### src/hw/rtl/aap_pkg.sv
// shared types, constants and the control program of the aim angle predictor
package aap_pkg;

    localparam int FRAC_BITS = 16;
    localparam int GAIN_BITS = 16;
    localparam int DATA_W    = 32;
    localparam int GAIN_W    = 16;
    localparam int LIM_W     = 31;
    localparam int MUL_W     = DATA_W + 1;
    localparam int PROD_W    = 2 * MUL_W;
    localparam int STEP_W    = 5;
    localparam int CFG_IDX_W = 3;
    localparam int S_DATA_W  = 96;
    localparam int MEAS_LSB  = 0;
    localparam int HZ_LSB    = MEAS_LSB + DATA_W;
    localparam int REF_LSB   = HZ_LSB + LIM_W;

    localparam logic [GAIN_W-1:0] POS_GAIN_RST = 16'd9830;
    localparam logic [GAIN_W-1:0] VEL_GAIN_RST = 16'd6554;
    localparam logic [GAIN_W-1:0] ACC_GAIN_RST = 16'd46334;
    localparam logic [GAIN_W-1:0] SMOOTH_RST   = 16'd655;
    localparam logic [LIM_W-1:0]  VEL_LIMIT_RST =
        LIM_W'(((64'd6 << FRAC_BITS) + 64'd10) / 64'd20);
    localparam logic [LIM_W-1:0]  WARMUP_RST = LIM_W'(64'd10 << FRAC_BITS);

    typedef enum logic [CFG_IDX_W-1:0] {
        CFG_POS_GAIN  = 3'd0,
        CFG_VEL_GAIN  = 3'd1,
        CFG_ACC_GAIN  = 3'd2,
        CFG_SMOOTH    = 3'd3,
        CFG_VEL_LIMIT = 3'd4,
        CFG_WARMUP    = 3'd5
    } cfg_idx_t;

    typedef enum logic {
        OP_UPDATE = 1'b0,
        OP_CLEAR  = 1'b1
    } op_t;

    typedef struct packed {
        logic [GAIN_W-1:0] pos_gain;
        logic [GAIN_W-1:0] vel_gain;
        logic [GAIN_W-1:0] acc_gain;
        logic [GAIN_W-1:0] smooth;
        logic [LIM_W-1:0]  vel_limit;
        logic [LIM_W-1:0]  warmup;
    } cfg_t;

    // adder operand sources
    typedef enum logic [3:0] {
        SRC_ZERO,
        SRC_MEAS,
        SRC_PRIOR,
        SRC_P,
        SRC_VEL,
        SRC_GV,
        SRC_ACC,
        SRC_SA,
        SRC_SA_HALF,
        SRC_MRES,
        SRC_TV,
        SRC_TTA_HALF
    } src_t;

    typedef enum logic [3:0] {
        DST_NONE,
        DST_D,
        DST_P,
        DST_GV,
        DST_ACC,
        DST_SA,
        DST_PRIOR,
        DST_VEL,
        DST_TV,
        DST_TT,
        DST_TTA,
        DST_OUT
    } dst_t;

    typedef enum logic [1:0] {
        MA_D,
        MA_T,
        MA_TT
    } ma_t;

    typedef enum logic [2:0] {
        MB_POS_GAIN,
        MB_VEL_GAIN,
        MB_ACC_GAIN,
        MB_SMOOTH,
        MB_GV,
        MB_T,
        MB_SA
    } mb_t;

    typedef enum logic [1:0] {
        SEQ_NEXT,
        SEQ_BR_CLEAR,
        SEQ_END
    } seq_t;

    typedef struct packed {
        src_t              alu_a;
        src_t              alu_b;
        src_t              alu_c;    // subtracted; for the new prior and the output a third term is added instead
        dst_t              alu_dst;
        logic              mul_en;
        ma_t               mul_a;
        mb_t               mul_b;
        logic              mul_frac; // product scaled by FRAC_BITS, else GAIN_BITS
        logic              pre;      // first-update load and elapsed time advance
        logic              tstep;    // pick the extrapolation step
        logic              clamp;    // velocity limit
        logic              clear;
        seq_t              seq;
        logic [STEP_W-1:0] target;
    } ctrl_t;

    localparam ctrl_t CTRL_NOP = '{
        alu_a:    SRC_ZERO,
        alu_b:    SRC_ZERO,
        alu_c:    SRC_ZERO,
        alu_dst:  DST_NONE,
        mul_en:   1'b0,
        mul_a:    MA_D,
        mul_b:    MB_POS_GAIN,
        mul_frac: 1'b0,
        pre:      1'b0,
        tstep:    1'b0,
        clamp:    1'b0,
        clear:    1'b0,
        seq:      SEQ_NEXT,
        target:   '0
    };

    localparam logic [STEP_W-1:0] STEP_CLEAR = 5'd20;

    // control program, one word per step
    function automatic ctrl_t prog_word(input logic [STEP_W-1:0] step);
        ctrl_t w;
        w = CTRL_NOP;
        case (step)
            5'd0:
            begin
                w.seq    = SEQ_BR_CLEAR;
                w.target = STEP_CLEAR;
            end
            5'd1:
            begin
                w.pre = 1'b1;
            end
            5'd2:
            begin
                w.tstep   = 1'b1;
                w.alu_a   = SRC_MEAS;
                w.alu_c   = SRC_PRIOR;
                w.alu_dst = DST_D;
            end
            5'd3:
            begin
                w.mul_en = 1'b1;
                w.mul_a  = MA_D;
                w.mul_b  = MB_POS_GAIN;
            end
            5'd4:
            begin
                w.alu_a   = SRC_PRIOR;
                w.alu_b   = SRC_MRES;
                w.alu_dst = DST_P;
            end
            5'd5:
            begin
                w.alu_a   = SRC_P;
                w.alu_c   = SRC_PRIOR;
                w.alu_dst = DST_D;
            end
            5'd6:
            begin
                w.mul_en = 1'b1;
                w.mul_a  = MA_D;
                w.mul_b  = MB_VEL_GAIN;
            end
            5'd7:
            begin
                w.alu_a   = SRC_VEL;
                w.alu_b   = SRC_MRES;
                w.alu_dst = DST_GV;
            end
            5'd8:
            begin
                w.alu_a   = SRC_GV;
                w.alu_c   = SRC_VEL;
                w.alu_dst = DST_D;
            end
            5'd9:
            begin
                w.mul_en = 1'b1;
                w.mul_a  = MA_D;
                w.mul_b  = MB_ACC_GAIN;
            end
            5'd10:
            begin
                w.alu_b   = SRC_MRES;
                w.alu_dst = DST_ACC;
            end
            5'd11:
            begin
                w.alu_a   = SRC_ACC;
                w.alu_c   = SRC_SA;
                w.alu_dst = DST_D;
            end
            5'd12:
            begin
                w.mul_en = 1'b1;
                w.mul_a  = MA_D;
                w.mul_b  = MB_SMOOTH;
            end
            5'd13:
            begin
                w.alu_a   = SRC_SA;
                w.alu_b   = SRC_MRES;
                w.alu_dst = DST_SA;
                w.clamp   = 1'b1;
            end
            5'd14:
            begin
                w.alu_a    = SRC_P;
                w.alu_b    = SRC_GV;
                w.alu_c    = SRC_ZERO;
                w.alu_dst  = DST_PRIOR;
                w.mul_en   = 1'b1;
                w.mul_a    = MA_T;
                w.mul_b    = MB_GV;
                w.mul_frac = 1'b1;
            end
            5'd15:
            begin
                w.alu_b    = SRC_MRES;
                w.alu_dst  = DST_TV;
                w.mul_en   = 1'b1;
                w.mul_a    = MA_T;
                w.mul_b    = MB_T;
                w.mul_frac = 1'b1;
            end
            5'd16:
            begin
                w.alu_b   = SRC_MRES;
                w.alu_dst = DST_TT;
            end
            5'd17:
            begin
                w.alu_a    = SRC_GV;
                w.alu_b    = SRC_SA;
                w.alu_c    = SRC_ACC;
                w.alu_dst  = DST_VEL;
                w.mul_en   = 1'b1;
                w.mul_a    = MA_TT;
                w.mul_b    = MB_SA;
                w.mul_frac = 1'b1;
            end
            5'd18:
            begin
                w.alu_b   = SRC_MRES;
                w.alu_dst = DST_TTA;
            end
            5'd19:
            begin
                w.alu_a   = SRC_P;
                w.alu_b   = SRC_TV;
                w.alu_c   = SRC_ZERO;
                w.alu_dst = DST_OUT;
                w.seq     = SEQ_END;
            end
            STEP_CLEAR:
            begin
                w.clear   = 1'b1;
                w.alu_dst = DST_OUT;
                w.seq     = SEQ_END;
            end
            default:
            begin
                w.seq = SEQ_END;
            end
        endcase
        return w;
    endfunction

endpackage

### src/hw/rtl/aap_sequencer.sv
// step counter and control program sequencer
module aap_sequencer import aap_pkg::*;
(
    input  logic  clk,
    input  logic  rst_n,
    input  logic  start,
    input  op_t   start_op,
    input  logic  out_free,
    output logic  busy,
    output logic  done,
    output ctrl_t ctrl
);

    logic              busy_reg;
    logic              busy_next;
    logic [STEP_W-1:0] step_reg;
    logic [STEP_W-1:0] step_next;
    op_t               op_reg;
    op_t               op_next;
    ctrl_t             word;
    logic              stall;
    logic              run;

    always_ff @(posedge clk or negedge rst_n)
    begin
        if (!rst_n)
        begin
            busy_reg <= 1'b0;
            step_reg <= '0;
            op_reg   <= OP_UPDATE;
        end
        else
        begin
            busy_reg <= busy_next;
            step_reg <= step_next;
            op_reg   <= op_next;
        end
    end

    always_comb
    begin
        word  = prog_word(step_reg);
        // last step waits until the output register can take the result
        stall = (word.seq == SEQ_END) && !out_free;
        run   = busy_reg && !stall;
        ctrl  = run ? word : CTRL_NOP;
        done  = run && (word.seq == SEQ_END);

        busy_next = busy_reg;
        step_next = step_reg;
        op_next   = op_reg;
        if (run)
        begin
            unique case (word.seq)
                SEQ_NEXT:
                begin
                    step_next = step_reg + 1'b1;
                end
                SEQ_BR_CLEAR:
                begin
                    step_next = (op_reg == OP_CLEAR) ? word.target : step_reg + 1'b1;
                end
                SEQ_END:
                begin
                    busy_next = 1'b0;
                end
                default:
                begin
                    busy_next = 1'b0;
                end
            endcase
        end
        if (start)
        begin
            busy_next = 1'b1;
            step_next = '0;
            op_next   = start_op;
        end
    end

    assign busy = busy_reg;

endmodule

### src/hw/rtl/aap_datapath.sv
// tracking state, shared adder with saturation and shared multiplier
module aap_datapath import aap_pkg::*;
(
    input  logic              clk,
    input  logic              rst_n,
    input  logic              load,
    input  logic [DATA_W-1:0] meas_in,
    input  logic [LIM_W-1:0]  horizon_in,
    input  logic [DATA_W-1:0] ref_in,
    input  cfg_t              cfg,
    input  ctrl_t             ctrl,
    output logic [DATA_W-1:0] result
);

    typedef struct packed {
        logic signed [DATA_W-1:0] meas;
        logic signed [DATA_W-1:0] prior;
        logic signed [DATA_W-1:0] p;
        logic signed [DATA_W-1:0] vel;
        logic signed [DATA_W-1:0] gv;
        logic signed [DATA_W-1:0] acc;
        logic signed [DATA_W-1:0] sa;
        logic signed [DATA_W-1:0] sa_half;
        logic signed [DATA_W-1:0] mres;
        logic signed [DATA_W-1:0] tv;
        logic signed [DATA_W-1:0] tta_half;
    } srcs_t;

    function automatic logic signed [DATA_W-1:0] sat_sum(input logic signed [DATA_W+1:0] v);
        logic signed [DATA_W-1:0] r;
        if (&v[DATA_W+1:DATA_W-1] || ~|v[DATA_W+1:DATA_W-1])
            r = v[DATA_W-1:0];
        else
            r = v[DATA_W+1] ? {1'b1, {(DATA_W-1){1'b0}}} : {1'b0, {(DATA_W-1){1'b1}}};
        return r;
    endfunction

    function automatic logic signed [DATA_W-1:0] sat_prod(input logic signed [PROD_W-1:0] v);
        logic signed [DATA_W-1:0] r;
        if (&v[PROD_W-1:DATA_W-1] || ~|v[PROD_W-1:DATA_W-1])
            r = v[DATA_W-1:0];
        else
            r = v[PROD_W-1] ? {1'b1, {(DATA_W-1){1'b0}}} : {1'b0, {(DATA_W-1){1'b1}}};
        return r;
    endfunction

    function automatic logic signed [DATA_W-1:0] pick(input src_t s, input srcs_t v);
        logic signed [DATA_W-1:0] r;
        case (s)
            SRC_MEAS:     r = v.meas;
            SRC_PRIOR:    r = v.prior;
            SRC_P:        r = v.p;
            SRC_VEL:      r = v.vel;
            SRC_GV:       r = v.gv;
            SRC_ACC:      r = v.acc;
            SRC_SA:       r = v.sa;
            SRC_SA_HALF:  r = v.sa_half;
            SRC_MRES:     r = v.mres;
            SRC_TV:       r = v.tv;
            SRC_TTA_HALF: r = v.tta_half;
            default:      r = '0;
        endcase
        return r;
    endfunction

    logic signed [DATA_W-1:0] meas_reg;
    logic        [LIM_W-1:0]  hz_reg;
    logic signed [DATA_W-1:0] ref_reg;
    logic        [DATA_W-1:0] elapsed_reg;
    logic signed [DATA_W-1:0] prior_reg;
    logic signed [DATA_W-1:0] vel_reg;
    logic signed [DATA_W-1:0] sa_reg;
    logic signed [DATA_W-1:0] p_reg;
    logic signed [DATA_W-1:0] gv_reg;
    logic signed [DATA_W-1:0] acc_reg;
    logic signed [DATA_W-1:0] tv_reg;
    logic signed [DATA_W-1:0] tt_reg;
    logic signed [DATA_W-1:0] tta_reg;
    logic        [LIM_W-1:0]  t_reg;
    logic signed [DATA_W:0]   d_reg;
    logic signed [PROD_W-1:0] prod_reg;
    logic                     frac_reg;
    logic signed [DATA_W-1:0] out_reg;

    srcs_t                    srcs;
    logic signed [PROD_W-1:0] prod_shifted;
    logic signed [DATA_W-1:0] mres;
    logic signed [DATA_W-1:0] op_a;
    logic signed [DATA_W-1:0] op_b;
    logic signed [DATA_W-1:0] op_c;
    logic signed [DATA_W+1:0] sum;
    logic signed [DATA_W-1:0] alu_res;
    logic        [DATA_W:0]   el_sum;
    logic        [DATA_W-1:0] el_next;
    logic        [LIM_W-1:0]  t_next;
    logic signed [DATA_W-1:0] lim_pos;
    logic signed [DATA_W-1:0] lim_neg;
    logic signed [DATA_W-1:0] gv_clamped;
    logic signed [MUL_W-1:0]  mul_a;
    logic signed [MUL_W-1:0]  mul_b;

    always_comb
    begin
        prod_shifted = frac_reg ? (prod_reg >>> FRAC_BITS) : (prod_reg >>> GAIN_BITS);
        mres         = sat_prod(prod_shifted);

        srcs.meas     = meas_reg;
        srcs.prior    = prior_reg;
        srcs.p        = p_reg;
        srcs.vel      = vel_reg;
        srcs.gv       = gv_reg;
        srcs.acc      = acc_reg;
        srcs.sa       = sa_reg;
        srcs.sa_half  = sa_reg >>> 1;
        srcs.mres     = mres;
        srcs.tv       = tv_reg;
        srcs.tta_half = tta_reg >>> 1;

        op_a = pick(ctrl.alu_a, srcs);
        op_b = pick(ctrl.alu_b, srcs);
        op_c = pick(ctrl.alu_c, srcs);
        // third term of the new prior and of the output rides on the c slot as an add
        if (ctrl.alu_dst == DST_PRIOR)
            sum = (DATA_W+2)'(op_a) + (DATA_W+2)'(op_b) + (DATA_W+2)'(srcs.sa_half);
        else if (ctrl.alu_dst == DST_OUT && !ctrl.clear)
            sum = (DATA_W+2)'(op_a) + (DATA_W+2)'(op_b) + (DATA_W+2)'(srcs.tta_half);
        else
            sum = (DATA_W+2)'(op_a) + (DATA_W+2)'(op_b) - (DATA_W+2)'(op_c);
        alu_res = sat_sum(sum);

        el_sum  = {1'b0, elapsed_reg} + (DATA_W+1)'(hz_reg);
        el_next = el_sum[DATA_W] ? '1 : el_sum[DATA_W-1:0];
        t_next  = (elapsed_reg < DATA_W'(cfg.warmup)) ? '0 : hz_reg;

        lim_pos = {1'b0, cfg.vel_limit};
        lim_neg = -lim_pos;
        if (gv_reg > lim_pos)
            gv_clamped = lim_pos;
        else if (gv_reg < lim_neg)
            gv_clamped = lim_neg;
        else
            gv_clamped = gv_reg;

        case (ctrl.mul_a)
            MA_D:    mul_a = d_reg;
            MA_T:    mul_a = {2'b00, t_reg};
            MA_TT:   mul_a = MUL_W'(tt_reg);
            default: mul_a = '0;
        endcase
        case (ctrl.mul_b)
            MB_POS_GAIN: mul_b = {{(MUL_W-GAIN_W){1'b0}}, cfg.pos_gain};
            MB_VEL_GAIN: mul_b = {{(MUL_W-GAIN_W){1'b0}}, cfg.vel_gain};
            MB_ACC_GAIN: mul_b = {{(MUL_W-GAIN_W){1'b0}}, cfg.acc_gain};
            MB_SMOOTH:   mul_b = {{(MUL_W-GAIN_W){1'b0}}, cfg.smooth};
            MB_GV:       mul_b = MUL_W'(gv_reg);
            MB_T:        mul_b = {2'b00, t_reg};
            MB_SA:       mul_b = MUL_W'(sa_reg);
            default:     mul_b = '0;
        endcase
    end

    // tracking state
    always_ff @(posedge clk or negedge rst_n)
    begin
        if (!rst_n)
        begin
            elapsed_reg <= '0;
            prior_reg   <= '0;
            vel_reg     <= '0;
            sa_reg      <= '0;
        end
        else if (ctrl.clear)
        begin
            elapsed_reg <= '0;
            prior_reg   <= '0;
            vel_reg     <= '0;
            sa_reg      <= '0;
        end
        else
        begin
            if (ctrl.pre)
            begin
                if (elapsed_reg == '0)
                    prior_reg <= ref_reg;
                elapsed_reg <= el_next;
            end
            case (ctrl.alu_dst)
                DST_PRIOR: prior_reg <= alu_res;
                DST_VEL:   vel_reg   <= alu_res;
                DST_SA:    sa_reg    <= alu_res;
                default:   ;
            endcase
        end
    end

    // request payload and working values
    always_ff @(posedge clk)
    begin
        if (load)
        begin
            meas_reg <= meas_in;
            hz_reg   <= horizon_in;
            ref_reg  <= ref_in;
        end
        if (ctrl.tstep)
            t_reg <= t_next;
        case (ctrl.alu_dst)
            DST_D:   d_reg   <= sum[DATA_W:0];
            DST_P:   p_reg   <= alu_res;
            DST_GV:  gv_reg  <= alu_res;
            DST_ACC: acc_reg <= alu_res;
            DST_TV:  tv_reg  <= alu_res;
            DST_TT:  tt_reg  <= alu_res;
            DST_TTA: tta_reg <= alu_res;
            DST_OUT: out_reg <= alu_res;
            default: ;
        endcase
        if (ctrl.clamp)
            gv_reg <= gv_clamped;
        if (ctrl.mul_en)
        begin
            prod_reg <= mul_a * mul_b;
            frac_reg <= ctrl.mul_frac;
        end
    end

    assign result = out_reg;

endmodule

### src/hw/rtl/aim_angle_predictor.sv
// top level of the aim angle predictor: ports, configuration registers, output register
//
// Tracks a target angle with an alpha-beta-gamma predictor in signed Q16.16
// (gains Q0.16) and returns one extrapolated angle per request. A request is
// taken when the block is idle; an update then runs a 20-step control program,
// one step per clock, on one shared 33x33 multiplier and one saturating adder,
// so the result is in the output register when the program ends, and the next
// request is taken only after that. A clear request (tuser high) clears the
// tracking state and puts 0 in the output register. The last step waits while
// the output register still holds an untaken result. Configuration writes are
// always ready and belong to idle periods.
module aim_angle_predictor import aap_pkg::*;
(
    input  logic                 clk,
    input  logic                 rst_n,
    input  logic                 s_tvalid,
    output logic                 s_tready,
    // [31:0] measured_angle, [62:32] horizon, [94:63] reference_angle, [95] zero
    input  logic [S_DATA_W-1:0]  s_tdata,
    // [0] op
    input  logic                 s_tuser,
    output logic                 m_tvalid,
    input  logic                 m_tready,
    // [31:0] predicted_angle
    output logic [DATA_W-1:0]    m_tdata,
    input  logic                 cfg_valid,
    output logic                 cfg_ready,
    input  logic [CFG_IDX_W-1:0] cfg_index,
    input  logic [LIM_W-1:0]     cfg_data
);

    cfg_t  cfg_reg;
    logic  m_tvalid_reg;
    logic  out_free;
    logic  start;
    logic  busy;
    logic  seq_done;
    ctrl_t ctrl;

    assign cfg_ready = 1'b1;
    assign s_tready  = !busy;
    assign start     = s_tvalid && !busy;
    assign out_free  = !m_tvalid_reg || m_tready;
    assign m_tvalid  = m_tvalid_reg;

    always_ff @(posedge clk or negedge rst_n)
    begin
        if (!rst_n)
        begin
            cfg_reg.pos_gain  <= POS_GAIN_RST;
            cfg_reg.vel_gain  <= VEL_GAIN_RST;
            cfg_reg.acc_gain  <= ACC_GAIN_RST;
            cfg_reg.smooth    <= SMOOTH_RST;
            cfg_reg.vel_limit <= VEL_LIMIT_RST;
            cfg_reg.warmup    <= WARMUP_RST;
        end
        else if (cfg_valid && cfg_ready)
        begin
            unique case (cfg_idx_t'(cfg_index))
                CFG_POS_GAIN:  cfg_reg.pos_gain  <= cfg_data[GAIN_W-1:0];
                CFG_VEL_GAIN:  cfg_reg.vel_gain  <= cfg_data[GAIN_W-1:0];
                CFG_ACC_GAIN:  cfg_reg.acc_gain  <= cfg_data[GAIN_W-1:0];
                CFG_SMOOTH:    cfg_reg.smooth    <= cfg_data[GAIN_W-1:0];
                CFG_VEL_LIMIT: cfg_reg.vel_limit <= cfg_data;
                CFG_WARMUP:    cfg_reg.warmup    <= cfg_data;
                default:       ;
            endcase
        end
    end

    always_ff @(posedge clk or negedge rst_n)
    begin
        if (!rst_n)
            m_tvalid_reg <= 1'b0;
        else if (seq_done)
            m_tvalid_reg <= 1'b1;
        else if (m_tready)
            m_tvalid_reg <= 1'b0;
    end

    aap_sequencer u_seq
    (
        .clk      (clk),
        .rst_n    (rst_n),
        .start    (start),
        .start_op (op_t'(s_tuser)),
        .out_free (out_free),
        .busy     (busy),
        .done     (seq_done),
        .ctrl     (ctrl)
    );

    aap_datapath u_dp
    (
        .clk        (clk),
        .rst_n      (rst_n),
        .load       (start),
        .meas_in    (s_tdata[MEAS_LSB +: DATA_W]),
        .horizon_in (s_tdata[HZ_LSB +: LIM_W]),
        .ref_in     (s_tdata[REF_LSB +: DATA_W]),
        .cfg        (cfg_reg),
        .ctrl       (ctrl),
        .result     (m_tdata)
    );

    // a result is only finished when the output register can take it
    a_done_slot: assert property (@(posedge clk) disable iff (!rst_n)
        seq_done |-> (!m_tvalid_reg || m_tready))
        else $error("result finished while output register full");

    // an accepted request sets the busy register, so no second request is taken behind it
    a_busy_after_accept: assert property (@(posedge clk) disable iff (!rst_n)
        (s_tvalid && s_tready) |=> !s_tready)
        else $error("request taken while previous one still running");

    // every finished result is offered on the next cycle
    a_done_valid: assert property (@(posedge clk) disable iff (!rst_n)
        seq_done |=> m_tvalid)
        else $error("finished result not offered");

    // the datapath sees no control while idle
    a_idle_quiet: assert property (@(posedge clk) disable iff (!rst_n)
        !busy |-> (ctrl.alu_dst == DST_NONE && !ctrl.mul_en && !ctrl.clear))
        else $error("datapath driven while idle");

endmodule

### config.mk
export PLATFORM = sky130hd
export DESIGN_NAME = aim_angle_predictor
export DESIGN_NICKNAME = d
export VERILOG_FILES = /design/src/hw/rtl/aap_pkg.sv /design/src/hw/rtl/aap_sequencer.sv /design/src/hw/rtl/aap_datapath.sv /design/src/hw/rtl/aim_angle_predictor.sv
export SDC_FILE = /design/constraint.sdc
export NUM_CORES = 2
export LEC_CHECK = 0
export CORE_MARGIN = 2
export CORE_UTILIZATION = 45
export DETAILED_ROUTE_END_ITERATION = 12
export DONT_BUFFER_PORTS = 1
export GPL_TIMING_DRIVEN = 0
export SYNTH_ARGS = -nofsm -noshare
export SYNTH_HDL_FRONTEND = slang
export SYNTH_SLANG_ARGS = --single-unit
### constraint.sdc
create_clock -name clk -period 13.14 [get_ports clk]
set_input_delay 2.628 -clock clk [delete_from_list [all_inputs] [get_ports clk]]
set_output_delay 2.628 -clock clk [all_outputs]
set_load 0.02 [all_outputs]
* Word level (Yosys, flattened, before mapping)
Cells that the tools add are included.
** Storage, ports and cells
- RAM bits :: 0
- Output and inout port bits :: 35
- Memories :: 0
- Flip-flop bits (word level) :: 711
- Memory bits (read-only) :: 0
- Bits in latches :: 0
- Bits of input ports :: 136
- Word-level logic and storage cells :: 220
** Operators by class
- Bitwise logic cells :: 0
- Add/subtract/negate cells :: 7
- Reductions and logical operators :: 53
- Divide/modulo/power cells :: 0
- Multiply operators :: 1
- Eq/ne operators :: 81
- Shift-type cells :: 0
- Muxes and demuxes :: 48
- Order comparisons :: 3
** Operators with widths (count)
- $pmux W32 S11 :: 3
- $mux W32 :: 19
- $pmux W33 S7 :: 1
- $pmux W33 S3 :: 1
- $add A33 B31 Y34 :: 2
- $mux W34 :: 2
- $mul A33 B33 Y66 :: 1
- $eq A4 B3 Y1 const B :: 12
- $eq A4 B4 Y1 const B :: 12
- $pmux W4 S11 :: 1
- $pmux W6 S7 :: 1
- $eq A5 B4 Y1 const B :: 8
- $sub A33 B32 Y34 :: 1
- $add A32 B31 Y33 :: 1
- $add A32 B32 Y33 :: 1
- $mux W33 :: 1
- $gt A32 B32 Y1 :: 1
- $logic_not A32 Y1 :: 1
- $lt A32 B31 Y1 :: 1
- $lt A32 B32 Y1 :: 1
- $neg A31 Y32 :: 1
- $eq A3 B3 Y1 const B :: 9
- $eq A5 B5 Y1 const B :: 5
- $eq A4 B2 Y1 const B :: 6
- other kinds (36) :: 101

* Longest topological paths before layout
- Depth after elaboration :: 20
- Mapped depth :: 49
- Mapped depth without buffers :: 43

* Modules after synthesis
Synthesis repeated with hierarchy kept, for this count alone.
** Unflattened totals
- Cells, all modules :: 8378
- Area total of the unflattened synthesis :: 81050.2 µm²
** By module, submodules not included
- aap_datapath :: area an instance 74935.6 µm², instances 1, cells each 7928
- aim_angle_predictor :: area an instance 4862.2 µm², instances 1, cells each 277
- aap_sequencer :: area an instance 1252.5 µm², instances 1, cells each 173

* Least setup slack after synthesis
No wires, ideal clock.
- Path type :: input to register
- Start :: input port m_tready
- End :: register u_dp.prod_reg[60], data pin
- Path buffers :: 5
- Setup slack :: -1.712 ns
- Arrival time :: 14.594 ns
- Stages on the path :: 41
- Path through :: nor2b_1 > nand2b_1 > or4_1 > o21ai_1 > buf_2 > a21oi_1 > nand3_1 > nor2_1 > clkbuf_1 > a22o_1 > clkbuf_1 > buf_1 > nand2_1 > fa_1 > fa_1 > inv_1 > fa_1 > inv_1 > [5 not listed] > inv_1 > fa_1 > inv_1 > ha_1 > clkbuf_1 > a21o_1 > a21oi_1 > o21bai_1 > a21o_1 > a21o_1 > a21o_1 > a21oi_1 > nor2b_1 > a21o_1 > o21ai_0 > a221o_1 > a21oi_1 > xnor2_1
** On the way
- Longest elaborated chain between the ends :: 9
- Elaborated cells on any way between the ends :: 19
- Those cells by class :: 1 x mul; 8 x eq/ne; 3 x mux; 7 x reduce/logical
** RTL lines
- start, declared :: line aim_angle_predictor.sv:23 : input logic m_tready,
- $logic_or A1 B1 Y1 (*) :: line aim_angle_predictor.sv:43 : assign out_free = !m_tvalid_reg || m_tready;
- $logic_not A1 Y1 (*) :: line aap_sequencer.sv:44 : stall = (word.seq == SEQ_END) && !out_free;
- $logic_and A1 B1 Y1 (*) :: line aap_sequencer.sv:44
- $logic_not A1 Y1 (*) :: line aap_sequencer.sv:45 : run = busy_reg && !stall;
- $logic_and A1 B1 Y1 (*) :: line aap_sequencer.sv:45
- $mux W33 (*) :: line aap_sequencer.sv:46 : ctrl = run ? word : CTRL_NOP;
- $eq A3 B3 Y1, or another cell as far along :: line aap_datapath.sv:150 : case (ctrl.mul_b)
- $pmux W33 S7 / $pmux W33 S3 (equally long branches) :: line aap_datapath.sv:150, aap_datapath.sv:144
- $mul A33 B33 Y66 (*) :: line aap_datapath.sv:222 : prod_reg <= mul_a * mul_b;
- end signal, assigned :: line aap_datapath.sv:222
- end, declared :: line aap_datapath.sv:81 : logic signed [PROD_W-1:0] prod_reg;
Mark *: on every way between the ends. The rest lies on a longest branch, timed or not.
A chain may end at the register's enable or synchronous reset.

* Final worst setup path
- Start :: input port m_tready
- End :: register u_dp.tt_reg[28], data pin
** On the way
- Longest elaborated chain between the ends :: 16
- Elaborated cells on any way between the ends :: 58
- Those cells by class :: 4 x add/sub; 35 x eq/ne; 8 x mux; 11 x reduce/logical
** RTL lines
- $logic_or A1 B1 Y1 (*) :: line aim_angle_predictor.sv:43
- $logic_not A1 Y1 (*) :: line aap_sequencer.sv:44
- $logic_and A1 B1 Y1 (*) :: line aap_sequencer.sv:44
- $logic_not A1 Y1 (*) :: line aap_sequencer.sv:45
- $logic_and A1 B1 Y1 (*) :: line aap_sequencer.sv:45
- $mux W33 (*) :: line aap_sequencer.sv:46
- $eq A3 B4 Y1, or another cell as far along :: line aap_datapath.sv:49 : case (s)
- $pmux W32 S11 :: line aap_datapath.sv:49
- [2 not listed]
- $mux W34 :: line aap_datapath.sv:125 : else if (ctrl.alu_dst == DST_OUT && !ctrl.clear)
- $mux W34 (*) :: line aap_datapath.sv:123 : if (ctrl.alu_dst == DST_PRIOR)
- net u_dp.sum[32] :: line aap_datapath.sv:91 : logic signed [DATA_W+1:0] sum;
- $reduce_or A3 Y1 :: line aap_datapath.sv:31 : if (&v[DATA_W+1:DATA_W-1] || ~|v[DATA_W+1:DATA_W-1])
- $logic_not A1 Y1 :: line aap_datapath.sv:31
- $logic_or A1 B1 Y1 (*) :: line aap_datapath.sv:31
- $mux W32 (*) :: line aap_datapath.sv:31
- net u_dp.alu_res[28] :: line aap_datapath.sv:92 : logic signed [DATA_W-1:0] alu_res;
- end signal, assigned :: line aap_datapath.sv:213 : DST_TT: tt_reg <= alu_res;
- end, declared :: line aap_datapath.sv:77 : logic signed [DATA_W-1:0] tt_reg;
Mark *: on every way through the listed nets, which the timed path passes. The rest lies on a longest branch.

==> results.txt <==
----------------------------------------------------
[Outcome]
  Run status ... complete, but fails checks
  Violations in the final reports ... max-capacitance violations, negative setup slack

[Worst setup path]
  Cell with the most instances on the worst path ... a21o_1
  Worst endpoint required time ... 13480 ps
  Critical path peak fanout ... 10
  Longest individual stage delay on the worst path ... 970 ps
  Worst-path cell with the longest stage delay ... a2111oi_0
  Worst path buffer plus inverter count ... 5
  Cell type group with the largest total delay on the critical path ... compound AO/OA/AOI/OAI gates
  Critical path class ... input port to register
  Startpoint type of the worst setup path ... input port
  Endpoint type of the worst setup path ... register
  Arr. time, crit path ... 13490 ps

[Yosys]
  Number of instances in the synthesized netlist ... 7995
  Number of synthesized register bits ... 694
  Number of synthesized flops with an enable pin ... 432
  Summed instance area of the synthesized netlist ... 76900 um2
  Share of the synthesized area in the top cell type ... 29.9%
  Mapped Nets ... 9685
  Post-synthesis average cell area ... 9.62 um2
  Most common library cells after synthesis ... inv_1 (1367), fa_1 (1148), nor2_1 (864)
  Dominant cell by count in the synthesized netlist ... inv_1
  Ys async rst share ... 37.8%
  Sequential fraction of the synthesis area ... 25.4%
  Cell taking the most area after synthesis ... fa_1
  Largest cells by area after synthesis ... fa_1 (30%), edfxtp_1 (17%), dfrtp_1 (7.2%)
  Commonest register cell after synthesis ... edfxtp_1
  Synthesis warning total ... 0
  Count of cell types in the netlist ... 100

[STA]
  Fraction of the cycle the final worst path needs ... 100%
  Worst slew pin tran ... 1480 ps
  Pins over their slew limit ... 0
  Final Critical Period ... 13150 ps
  Worst Hold Margin ... 506 ps
  Count of final hold-check violations ... 0
  Setup violation total in the final timing report ... 8
  Max Clk Rate ... 76.0 MHz
  Setup repair after global routing missed its margin ... yes
  Setup skew after layout ... 50.0 ps
  Post-route setup slack ... -13.3 ps
  Headroom to the max-slew limit ... 0.488%

[Route]
  Count of vias placed by the detailed router ... 64300
  Detailed-router iteration count before antenna repair ... 7
  Per-cell routed wire length ... 31.5 um
  Number of DRC violations after detailed routing ... 0
  Drt first-iter violations ... 8103
  Final wirelength ... 328000 um
  Post-route antenna net violation count ... 0
  Vias per Instance ... 6.15

[Floorplan]
  Floorplan core area ... 170000 um2
  Full die area ... 174000 um2
  Die outline height ... 418 um
  I/O pin count ... 171
  Die Wd ... 418 um
  Initial Util ... 45.4%
  Number of rows created at floorplan ... 151

[CTS]
  Number of clock buffers inserted by TritonCTS ... 79
  CTS tree ... yes
  # clock sinks ... 694
  Clk Latency, worst-skew pair ... 740 ps
  Hold-fix buffer count after cts ... 0
  H-tree levels ... 3
  CTS root buffer ... clkbuf_16
  CTS max path bufs ... 3
  CTS clock-pin slew for the worst setup and hold paths ... 60 ps

[Global route]
  Wire length of the first global-routing pass ... 464000 um
  Antenna violations before repair ... 18
  Maximum number of pins on one net before global-route repair ... 263
  Number of global-route vias before repair ... 64500
  Gr ovfl total ... 0
  GR Util All Layers ... 37.9%

[Min path]
  Type of the worst min-delay path ... register to register

[Finish]
  Share of cells above drive strength 1 ... 8.35%
  Area Growth Syn to Fin ... 9.57%
  Fillcell total ... 15900
  Fin nets ... 9831
  Max reg flops ... 126

[Placement]
  Post-placement setup slack ... -3670 ps
  Quantity of I/O buffers inserted on ports ... 0
  Final weighted congestion in routability-driven placement ... 1.11
  Detailed placer's ending HPWL ... 264000 um

[Job]
  Max-cap check violation count ... 1

----------------------------------------------------
[cell families after synthesis]
logic type      share of synthesized area, %
simple gates                            12.3
buf+inv                                 8.78
fa+ha+maj                               36.5
compound gates                          11.7
flops                                   25.4
mux                                     3.11
xor+xnor                                2.22
other cells                          0.00487
[through the flow]
step | area, um2 | cells | utilization [%] | TNS (ps)
2_1_floorplan | 77000 | 7995 | - | 0
3_3_place_gp | 79700 | 10200 | 47.0 | -571480
3_5_place_dp | 80300 | 10200 | 47.4 | -531310
4_1_cts | 83900 | 10400 | 49.4 | 0
5_1_grt | 84300 | 10400 | 49.7 | -27.7
6_report | 84300 | 10400 | 49.7 | -65.0
[per-layer routing]
metal / global-route usage (%) / part of all wire, %
met5: 0 / 0.057
met2: 54.4 / 41
met4: 27.3 / 9.2
met3: 13.6 / 13
met1: 47.1 / 36
[final timing paths]
| kind | startpoint | endpoint | slack, ps | cells after the start |
|---|---|---|---|---|
| max | m_tready | u_dp.tt_reg[28] | -10 | 38 |
| min | cfg_reg[67] | cfg_reg[67] | 510 | 1 |
| max reg2reg | u_seq.step_reg[0] | u_dp.tt_reg[28] | 200 | 45 |
| min reg2reg | cfg_reg[67] | cfg_reg[67] | 510 | 1 |
| max in group asynchronous | rst_n | u_dp.vel_reg[7] | 11040 | 0 |
| min in group asynchronous | rst_n | u_dp.elapsed_reg[20] | 1620 | 0 |
[cell usage in the layout (no fill, tap or decap), drive strengths merged, types with 49 or more instances in the layout]
cell type / Yosys / routed
inv: 1369 / 1377
a21o: 96 / 96
xnor2: 151 / 151
a21oi: 399 / 399
a22o: 79 / 79
mux2i: 123 / 123
nand2b: 59 / 59
nor3: 71 / 71
nand2: 850 / 850
mux2: 97 / 97
nor2b: 79 / 79
a221oi: 49 / 49
a22oi: 79 / 79
nand3: 57 / 57
edfxtp: 432 / 432
dfrtp: 221 / 221
o21ai: 328 / 328
ha: 406 / 406
fa: 1148 / 1148
clkbuf: 346 / 427
nor2: 866 / 866
buf: 56 / 141
[repair_timing]
action,in CTS,in global routing
gates resized for setup,202,147
hold endpoints to repair,0,0
setup endpoints to repair,358,305
setup buffers,27,18
pin swaps,14,8
[layout make-up]
type / instances / area (um2) / area share [%]
antenna: 15 / 37.5 / 0.0445
clock buffer: 103 / 2230 / 2.65
inverter: 1370 / 5150 / 6.11
buffer: 390 / 1830 / 2.18
sequential: 694 / 19600 / 23.2
tap: 2218 / 2780 / 3.29
multi-input combinational: 5529 / 51300 / 60.8
timing repair buffer: 77 / 936 / 1.11
clock inverter: 44 / 502 / 0.595
Power is not shown: default switching activity piles up to over one toggle a cycle in this logic, so the estimate is an artifact.
